<file path="src/sv/blist_pkg.sv">
package blist_pkg;

  localparam int DEPTH = 16;
  localparam int VAL_W = 32;
  localparam int CAP_W = 5;
  localparam int ENTRY_W = 5;
  localparam int CNT_W = $clog2(DEPTH + 1);
  localparam int CMP_W = (CNT_W > CAP_W) ? CNT_W : CAP_W;
  localparam logic [CAP_W-1:0] CAP_RESET = CAP_W'(16);

  typedef enum logic [1:0] {
    OP_INSERT = 2'd0,
    OP_SEARCH = 2'd1,
    OP_REMOVE = 2'd2
  } op_t;

  typedef struct packed {
    logic             do_insert;
    logic             do_remove;
    logic [VAL_W-1:0] value;
  } cell_ctrl_t;

endpackage

</file>
<file path="src/sv/blist_in_if.sv">
interface blist_in_if;
  logic                                valid;
  logic                                ready;
  blist_pkg::op_t                      op;
  logic signed [blist_pkg::VAL_W-1:0]  item_value;

  modport source (output valid, output op, output item_value, input ready);
  modport sink (input valid, input op, input item_value, output ready);
endinterface

</file>
<file path="src/sv/blist_out_if.sv">
interface blist_out_if;
  logic                            valid;
  logic                            ready;
  logic                            hit;
  logic                            stored;
  logic                            is_full;
  logic [blist_pkg::ENTRY_W-1:0]   entry_count;

  modport source (output valid, output hit, output stored, output is_full,
                  output entry_count, input ready);
  modport sink (input valid, input hit, input stored, input is_full,
                input entry_count, output ready);
endinterface

</file>
<file path="src/sv/blist_cell.sv">
module blist_cell (
  input  logic                          clk,
  input  blist_pkg::cell_ctrl_t         ctrl,
  input  logic                          occupied,
  input  logic                          ins_here,
  input  logic                          found_in,
  input  logic [blist_pkg::VAL_W-1:0]   right_value,
  output logic                          found_out,
  output logic [blist_pkg::VAL_W-1:0]   value
);

  logic match;

  assign match = occupied && (value == ctrl.value);
  assign found_out = found_in | match;

  always_ff @(posedge clk) begin
    if (ctrl.do_insert && ins_here) begin
      value <= ctrl.value;
    end else if (ctrl.do_remove && found_out) begin
      value <= right_value;
    end
  end

endmodule

</file>
<file path="src/sv/bounded_list_insert_search_remove.sv">
// channel   dir  handshake            payload
// in_ch     in   valid/ready          op, item_value
// out_ch    out  valid/ready          hit, stored, is_full, entry_count
// cfg       in   cfg_we (no ready)    cfg_wdata = list_capacity
//
// One item per cycle: the cell row compares all entries and shifts in the
// accept cycle, and the result is captured in the output register.
// A new item is taken while the output register is empty or being drained.
// Reset (rst, synchronous) empties the list and sets capacity to 16;
// entry storage is not cleared. A stalled output holds in_ch.ready low.
module bounded_list_insert_search_remove (
  input  logic                            clk,
  input  logic                            rst,
  input  logic                            cfg_we,
  input  logic [blist_pkg::CAP_W-1:0]     cfg_wdata,
  blist_in_if.sink                        in_ch,
  blist_out_if.source                     out_ch
);

  logic [blist_pkg::CAP_W-1:0] capacity;
  logic [blist_pkg::CNT_W-1:0] count;
  logic [blist_pkg::CNT_W-1:0] count_next;
  logic [blist_pkg::CMP_W-1:0] eff_cap;
  logic [blist_pkg::CMP_W-1:0] count_ext;
  logic [blist_pkg::CMP_W-1:0] count_next_ext;
  logic                        accept;
  logic                        room;
  logic                        hit_now;
  logic                        stored_now;
  blist_pkg::cell_ctrl_t       ctrl;
  logic [blist_pkg::DEPTH:0]   found;
  logic [blist_pkg::VAL_W-1:0] values [blist_pkg::DEPTH];

  assign in_ch.ready = !rst && (!out_ch.valid || out_ch.ready);
  assign accept = in_ch.valid && in_ch.ready;

  assign eff_cap = (blist_pkg::CMP_W'(capacity) > blist_pkg::CMP_W'(blist_pkg::DEPTH)) ?
                   blist_pkg::CMP_W'(blist_pkg::DEPTH) : blist_pkg::CMP_W'(capacity);
  assign count_ext = blist_pkg::CMP_W'(count);
  assign room = count_ext < eff_cap;

  assign ctrl.do_insert = accept && (in_ch.op == blist_pkg::OP_INSERT) && room;
  assign ctrl.do_remove = accept && (in_ch.op == blist_pkg::OP_REMOVE);
  assign ctrl.value = in_ch.item_value;

  assign found[0] = 1'b0;

  for (genvar i = 0; i < blist_pkg::DEPTH; i++) begin : g_cell
    logic [blist_pkg::VAL_W-1:0] right;
    if (i == blist_pkg::DEPTH - 1) begin : g_last
      assign right = '0;
    end else begin : g_mid
      assign right = values[i+1];
    end
    blist_cell u_cell (
      .clk         (clk),
      .ctrl        (ctrl),
      .occupied    (blist_pkg::CNT_W'(i) < count),
      .ins_here    (blist_pkg::CNT_W'(i) == count),
      .found_in    (found[i]),
      .right_value (right),
      .found_out   (found[i+1]),
      .value       (values[i])
    );
  end

  always_comb begin
    hit_now = 1'b0;
    stored_now = 1'b0;
    count_next = count;
    case (in_ch.op)
      blist_pkg::OP_INSERT: begin
        stored_now = room;
        if (room) begin
          count_next = count + 1'b1;
        end
      end
      blist_pkg::OP_SEARCH: begin
        hit_now = found[blist_pkg::DEPTH];
      end
      blist_pkg::OP_REMOVE: begin
        hit_now = found[blist_pkg::DEPTH];
        if (found[blist_pkg::DEPTH]) begin
          count_next = count - 1'b1;
        end
      end
      default: begin
      end
    endcase
  end

  assign count_next_ext = blist_pkg::CMP_W'(count_next);

  always_ff @(posedge clk) begin
    if (rst) begin
      capacity <= blist_pkg::CAP_RESET;
      count <= '0;
      out_ch.valid <= 1'b0;
    end else begin
      if (cfg_we) begin
        capacity <= cfg_wdata;
      end
      if (accept) begin
        count <= count_next;
        out_ch.valid <= 1'b1;
      end else if (out_ch.ready) begin
        out_ch.valid <= 1'b0;
      end
    end
  end

  always_ff @(posedge clk) begin
    if (accept) begin
      out_ch.hit <= hit_now;
      out_ch.stored <= stored_now;
      out_ch.is_full <= count_next_ext >= eff_cap;
      out_ch.entry_count <= count_next_ext[blist_pkg::ENTRY_W-1:0];
    end
  end

`ifndef SYNTH
  a_insert_grows: assert property (@(posedge clk) disable iff (rst)
    ctrl.do_insert |=> count == blist_pkg::CNT_W'($past(count) + 1'b1))
    else $error("insert did not grow the list");

  a_miss_keeps_count: assert property (@(posedge clk) disable iff (rst)
    (accept && (in_ch.op == blist_pkg::OP_REMOVE) && !found[blist_pkg::DEPTH])
    |=> $stable(count))
    else $error("remove without match changed the count");

  a_result_count: assert property (@(posedge clk) disable iff (rst)
    out_ch.valid |-> out_ch.entry_count == blist_pkg::ENTRY_W'(count))
    else $error("reported count disagrees with held count");

  a_never_overfull: assert property (@(posedge clk) disable iff (rst)
    blist_pkg::CMP_W'(count) <= blist_pkg::CMP_W'(blist_pkg::DEPTH))
    else $error("count above depth");
`endif

endmodule
</file>
<file path="src/flat_wrapper.sv">
// flat-port wrapper written by rule: the top's interface ports become plain ports
module bounded_list_insert_search_remove_flat 
  (clk, rst, cfg_we, cfg_wdata, in_ch_valid, in_ch_op, in_ch_item_value, in_ch_ready, out_ch_valid, out_ch_hit, out_ch_stored, out_ch_is_full, out_ch_entry_count, out_ch_ready);
  blist_in_if in_ch_i ();
  blist_out_if out_ch_i ();
  input  logic clk;
  input  logic rst;
  input  logic cfg_we;
  input  logic [blist_pkg::CAP_W-1:0] cfg_wdata;
  input wire logic [$bits(in_ch_i.valid)-1:0] in_ch_valid;
  input wire logic [$bits(in_ch_i.op)-1:0] in_ch_op;
  input wire logic [$bits(in_ch_i.item_value)-1:0] in_ch_item_value;
  output wire logic [$bits(in_ch_i.ready)-1:0] in_ch_ready;
  output wire logic [$bits(out_ch_i.valid)-1:0] out_ch_valid;
  output wire logic [$bits(out_ch_i.hit)-1:0] out_ch_hit;
  output wire logic [$bits(out_ch_i.stored)-1:0] out_ch_stored;
  output wire logic [$bits(out_ch_i.is_full)-1:0] out_ch_is_full;
  output wire logic [$bits(out_ch_i.entry_count)-1:0] out_ch_entry_count;
  input wire logic [$bits(out_ch_i.ready)-1:0] out_ch_ready;
  assign in_ch_i.valid = in_ch_valid;
  assign in_ch_i.op = in_ch_op;
  assign in_ch_i.item_value = in_ch_item_value;
  assign in_ch_ready = in_ch_i.ready;
  assign out_ch_valid = out_ch_i.valid;
  assign out_ch_hit = out_ch_i.hit;
  assign out_ch_stored = out_ch_i.stored;
  assign out_ch_is_full = out_ch_i.is_full;
  assign out_ch_entry_count = out_ch_i.entry_count;
  assign out_ch_i.ready = out_ch_ready;
  bounded_list_insert_search_remove u_core (.clk(clk), .rst(rst), .cfg_we(cfg_we), .cfg_wdata(cfg_wdata), .in_ch(in_ch_i), .out_ch(out_ch_i));
endmodule
</file>
<file path="config.mk">
export PLATFORM = sky130hd
export DESIGN_NAME = bounded_list_insert_search_remove_flat
export DESIGN_NICKNAME = d
export VERILOG_FILES = /design/src/sv/blist_pkg.sv /design/src/sv/blist_in_if.sv /design/src/sv/blist_out_if.sv /design/src/sv/blist_cell.sv /design/src/sv/bounded_list_insert_search_remove.sv /design/src/flat_wrapper.sv
export SDC_FILE = /design/constraint.sdc
export NUM_CORES = 1
export LEC_CHECK = 0
export ABC_CLOCK_PERIOD_IN_PS = 5800
export BUFFER_PORTS_ARGS = -buffer_cell sky130_fd_sc_hd__clkbuf_2
export CAP_MARGIN = 20
export CORE_UTILIZATION = 64
export DETAILED_ROUTE_END_ITERATION = 6
export PLACE_DENSITY_LB_ADDON = 0.15
export SYNTH_ARGS = -nofsm -noshare
export SYNTH_HDL_FRONTEND = slang
export SYNTH_SLANG_ARGS = --single-unit
</file>
<file path="constraint.sdc">
create_clock -name clk -period 5.8 [get_ports clk]
set_input_delay 0 -clock clk [delete_from_list [all_inputs] [get_ports clk]]
set_output_delay 0 -clock clk [all_outputs]
set_load 0.01 [all_outputs]
</file>
==> results of run 1 <==
what timing repair did:
item / in CTS / in global routing
hold endpoints to repair: 24 / 0
hold buffers: 26 / 0
gates resized for setup: 0 / 0
synth_stat cells, types with 19 or more instances:
library cell,count,area (um^2)
nor2_1,28,105
mux2_2,453,5100
xor2_1,273,2390
nand4_1,71,444
clkbuf_1,56,210
o21ai_0,44,220
nor3_1,19,95.1
buf_2,90,450
edfxtp_1,520,15600
and2_1,32,200
nand2_1,50,188
buf_4,32,240
xnor2_1,236,2070
nor4_1,78,488
worst max-delay path, delay by kind of cell (launching register included):
family / cells / cell delay (ns)
compound gates: 6 / 1.33
fa+ha+maj: 1 / 0.27
flops: 1 / 0.94
simple gates: 9 / 2.21
cell type report:
cell class,instances,area (um^2)
antenna,1,2.50
clock buffer,68,1510
clock inverter,32,294
fill,3062,13200
inverter,18,67.6
multi-input combinational,1422,12500
sequential,531,15800
tap,600,751
timing repair buffer,162,1190
path summary, 6_finish.rpt:
kind / from / to / slack, ns / cells past startpoint
worst min-delay path: in_ch_item_value[25] / u_core.g_cell[15].u_cell.value[25]$_SDFFCE_PN0P_ / 0.05 / 2
worst max register to register: u_core.count[2]$_SDFFE_PP0P_ / u_core.out_ch.is_full$_DFFE_PP_ / 0.76 / 16
worst max-delay path: u_core.count[2]$_SDFFE_PP0P_ / u_core.out_ch.is_full$_DFFE_PP_ / 0.76 / 16
worst min register to register: u_core.g_cell[3].u_cell.value[21]$_DFFE_PP_ / u_core.g_cell[2].u_cell.value[21]$_DFFE_PP_ / 0.58 / 2
per-stage QoR:
stage	setup WS [ns]	instances	area (um^2)	util, %	hold slack [ns]
after global routing	0.475	2833	32100	70.9	0.0620
after detailed placement	1.00	2706	30000	66.3	0.232
after floorplan	1.19	2164	29400	-	0.0522
after CTS	0.963	2832	32100	70.9	0.0400
after global placement	1.01	2706	30000	66.3	0.220
final	0.763	2834	32100	71.0	0.0489
layer usage:
metal	share of wire, %	wire [um]
met1	40	32500
met2	48	39600
met3	6.8	5530
met4	5.3	4350
met5	0	0
cell families (layout without fill, tap and decap cells):
group,after synthesis,in the layout
buffers and inverters,211,280
AOI/OAI and AO/OA,102,102
adders and majority gates,16,16
xor gates and xnor gates,509,509
other,0,1
and+or+nand+nor,335,335
muxes,460,460
DFF,531,531
power breakdown:
| group | switching [mW] | leakage, nW | internal (mW) |
|---|---|---|---|
| sequential | 0.00957 | 4.82 | 4.16 |
| clock | 1.53 | 0.880 | 2.10 |
| combinational | 0.352 | 5.21 | 0.182 |
| total | 1.89 | 10.9 | 6.44 |
sequential cells by signal, indices dropped and copies added (netlist names):
register and count:
u_core.out_ch.valid 1, u_core.g_cell.u_cell.value 512, u_core.count 5, u_core.capacity 5, u_core.out_ch.entry_count 5, u_core.out_ch.is_full 1
u_core.out_ch.stored 1, u_core.out_ch.hit 1
==> impl_metrics.ini, run 1 <==
[synth]
synthFlopType = edfxtp_1
synth_xor_area_share_pct = 15.2
synthAdderAreaFrac_pct = 0.682
synth.area.mux_share_pct = 17.6
seq_area_frac_synth_pct = 53.9
synth_enable_flop_cells = 520
synth_top_family_by_area = multiplexers
syn_nets = 2224
syn_inst = 2164
netlist_area_mm2 = 0.0294
synth-compound-area-share_pct = 2.21
ys_ff_latch = 531
synth_cell_types = 67
synth.avg_cell_area_um2 = 13.6
yosys.area_share.simple_pct = 6.60
ys_async_sr_fraction_pct = 0
synth.yosys.warnings = 0

[cells_and_area]
final_cell_mix = 520 x edfxtp_1, 453 x mux2_2, 273 x xor2_1
layout_commonest_cell = edfxtp_1
area_delta_synth_final_pct = 9.43
nNetsFinal = 2252
drive_gt1_share_pct = 31.5

[routing]
drcViolationCount = 0
initialDrtViolationCount = 1859
vias_per_cell = 6.45
dr.pass1.iters = 6
wirelength_um = 81900
dr_total_vias = 18300
postRouteAntennaNets = 0
wl_per_cell_um = 28.9

[place]
place_congestion = 0.926
io_buffers = 53
post-dp-hpwl_um = 57400

[global_routing]
grt_pass1_wl_um = 121000
use_met2_pct = 57.4
grt_use_met3_pct = 4.90
grtUsageTotal_pct = 35.3
antenna_found_initial = 0
use_met1_pct = 46.7
gr-total-overflow = 0
grt_pass1_vias = 18100
grt_max_degree = 37
busiest_layer = met2

[sta]
min_period_over_period_pct = 86.8
setup_violations = 0
setup_tns_ns = 0
fin_crit_ns = 5.04
rsz0062_at_grt = false
drv_slew = 0
finClkSkew_ns = 0.0259
slew_headroom_pct = 32.4
worst_pin_slew_ns = 1.01
clock.fmax_mhz = 199
hold_viol_final = 0

[worst_setup_path]
crit_fanout = 21
arrival_ns = 5.40
slowest_delay_ns = 0.94
worst_setup_path_end_kind = flop
required_ns = 6.16
cp_slowest_cell = dfxtp_1
crit_type = reg -> reg
critPathLaunchType = flop
cp_cell_sequence = a21oi_1 -> nor3_1 -> nand4_1 -> nor4_1 -> nor4bb_1 -> and4_1 -> o21ai_0 -> nor2_1 -> a31o_2 -> ha_1 -> nand2b_1 -> a21o_1 -> a21oi_1 -> nor2b_1 -> o21ai_0 -> nand2b_1

[clock_tree]
cts_setup_buffers = 0
root_buffer = clkbuf_16
cts_max_level = 2
numCtsBuffers = 57
cts_sinks = 531
cts.reportedPaths.clkPinSlew_ns = 0.07
clk_latency_ns = 0.63
cts_tree = done
clk_path_buf_depth = 3

[pwr]
power.total_mw = 8.33
p_leak_nw = 10.9
power_density_mw_per_mm2 = 259
vdd_drop_max_v = 0.000267

[floorplan]
rows = 78
core_mm2 = 0.0453
io_pins = 54
dieArea_mm2 = 0.0467
die_x_um = 216
initial_core_util_pct = 64.8
fp.dieH_um = 216

[job]
cap_violations = 0

[hold_path]
hp-class = in -> reg

[status]
outcome = complete, no violations
Note: power is estimated with default switching activity, not from simulation.
==> inputs of run 2 (changes only) <==
--- a/config.mk
+++ b/config.mk
@@ -8,9 +8,10 @@
 export ABC_CLOCK_PERIOD_IN_PS = 5800
 export BUFFER_PORTS_ARGS = -buffer_cell sky130_fd_sc_hd__clkbuf_2
 export CAP_MARGIN = 20
-export CORE_UTILIZATION = 64
+export CORE_UTILIZATION = 55
 export DETAILED_ROUTE_END_ITERATION = 6
 export PLACE_DENSITY_LB_ADDON = 0.15
+export SETUP_SLACK_MARGIN = 0.2
 export SYNTH_ARGS = -nofsm -noshare
 export SYNTH_HDL_FRONTEND = slang
 export SYNTH_SLANG_ARGS = --single-unit
==> impl_metrics.ini, run 2 (synthesis gave the netlist of run 1 again) <==
[global_routing]
grt_pass1_wl_um = 121000
grt_max_degree = 37
grt_pass1_vias = 18000
grtUsageTotal_pct = 30.8
antenna_found_initial = 1
gr-total-overflow = 0

[worst_setup_path]
cp_cell_sequence = nor3_2 -> nor3_1 -> nand4_1 -> nor4_2 -> nor4_1 -> and4_1 -> o21ai_0 -> nor2_1 -> a31o_2 -> ha_1 -> nand2b_1 -> a21o_1 -> a21oi_1 -> nor2b_1 -> o21ai_0 -> nand2b_1
critPathLaunchType = flop
worst_setup_path_end_kind = flop
crit_start = u_core.count[3]$_SDFFE_PP0P_
required_ns = 6.18
critPathTopFamily = simple AND/OR/NAND/NOR gates
slowest_delay_ns = 0.91
r2r_start = u_core.count[3]$_SDFFE_PP0P_
arrival_ns = 5.17
crit_cells = 16
cp_slowest_cell = dfxtp_1
r2r_slack_ns = 1.01
crit_fanout = 21
r2r-end = u_core.out_ch.is_full$_DFFE_PP_
r2r_cells = 16
crit_type = reg -> reg
crit_buf_inv = 0

[hold_path]
hold_start = in_ch_item_value[25]
hold_end = u_core.g_cell[12].u_cell.value[25]$_DFFE_PP_
hold_depth = 2
hp-class = in -> reg

[cells_and_area]
antennaDiodeCount = 0
stdcell_count = 2931
stdcell_area_mm2 = 0.0323
top_register = u_core.g_cell.u_cell.value
layout_commonest_cell = edfxtp_1
drive_gt1_share_pct = 32.5
largest_reg_flops = 512
nNetsFinal = 2255
area_delta_synth_final_pct = 10.0
final_cell_mix = 520 x edfxtp_1, 453 x mux2_2, 273 x xor2_1

[floorplan]
die_x_um = 233
fp.dieH_um = 233
dieArea_mm2 = 0.0543
core_mm2 = 0.0527
initial_core_util_pct = 55.8
rows = 84
io_pins = 54

[clock_tree]
clk_path_buf_depth = 3
cts_sinks = 531
cts.reportedPaths.clkPinSlew_ns = 0.06
numCtsBuffers = 57
cts_tree = done
root_buffer = clkbuf_16
cts_max_level = 2
ctsResizeCount = 0
clk_latency_ns = 0.65

[place]
io_buffers = 53
place_ws_ns = 0.733
post-dp-hpwl_um = 58300
place_congestion = 0.905
dp_cells = 2802
dpl_cell_area_mm2 = 0.0302

[sta]
setup_tns_ns = 0
layout_setup_ws_ns = 1.01
drv_slew = 0
rsz0062_at_grt = false
setup_violations = 0
clock.fmax_mhz = 209
hold_viol_final = 0
slew_headroom_pct = 33.0
fin_crit_ns = 4.79
worst_pin_slew_ns = 1.00
finClkSkew_ns = 0.0330
min_period_over_period_pct = 82.6

[pwr]
vdd_drop_max_v = 0.000231
power.total_mw = 8.43
power_density_mw_per_mm2 = 261
p_leak_nw = 11.0

[routing]
vias_per_cell = 6.12
dr.pass1.iters = 4
postRouteAntennaNets = 0
drcViolationCount = 0
initialDrtViolationCount = 1724
wirelength_um = 83000
dr_total_vias = 17900
wl_per_cell_um = 28.3

[status]
outcome = complete, no violations

[job]
cap_violations = 0
[run 2: changes by cell type in the layout (fill, tap and decap cells not counted), sizes merged]
cell,previous run,this run
bufinv,6,7
diode,1,0
inv,19,21
buf,83,91
clkbuf,121,119
dlygate4sd3,26,21
clkinvlp,0,5
clkinv,25,26
[run 2: per-stage QoR]
step / utilization (%) / hold WS [ns]
after floorplan: - / 0.0522
after global placement: 57.3 / 0.220
after detailed placement: 57.4 / 0.236
after CTS: 61.3 / 0.00929
after global routing: 61.4 / 0.0194
final: 61.4 / 0.0253
[run 2: final cells by class]
class                           instances  area [um^2]
Timing Repair Buffer                  165         1180
Multi-Input combinational cell       1422        12500
Clock inverter                         41          399
Fill cell                            4029        20300
Tap cell                              688          861
Inverter                               18         67.6
Clock buffer                           66         1490
Sequential cell                       531        15800
[run 2: worst max-delay path by stage]
stage,endpoint,slack [ns]
after CTS,u_core.out_ch.is_full$_DFFE_PP_,0.77
after global routing,u_core.out_ch.is_full$_DFFE_PP_,0.81
final,u_core.out_ch.is_full$_DFFE_PP_,1.01
after floorplan,u_core.g_cell[14].u_cell.value[0]$_DFFE_PP_,1.19
after global placement,u_core.out_ch.is_full$_DFFE_PP_,0.79
after detailed placement,u_core.out_ch.is_full$_DFFE_PP_,0.73
[run 2: layer usage]
layer / track usage [%] / vias up / wire (um)
met3: 4.05 / 153 / 4190
met1: 40.0 / 9208 / 34200
met2: 52.1 / 619 / 41100
met4: 12.3 / 0 / 3430
met5: 0 / - / 0
li1: - / 7965 / -
[run 2: what timing repair did]
action                     CTS  global route
hold buffers                21             0
buffers inserted             0             0
setup endpoints to repair    0             0
hold endpoints to repair    12             0
[run 2: power breakdown]
group | switching (mW) | internal (mW)
sequential | 0.00931 | 4.16
clock | 1.59 | 2.15
combinational | 0.347 | 0.179
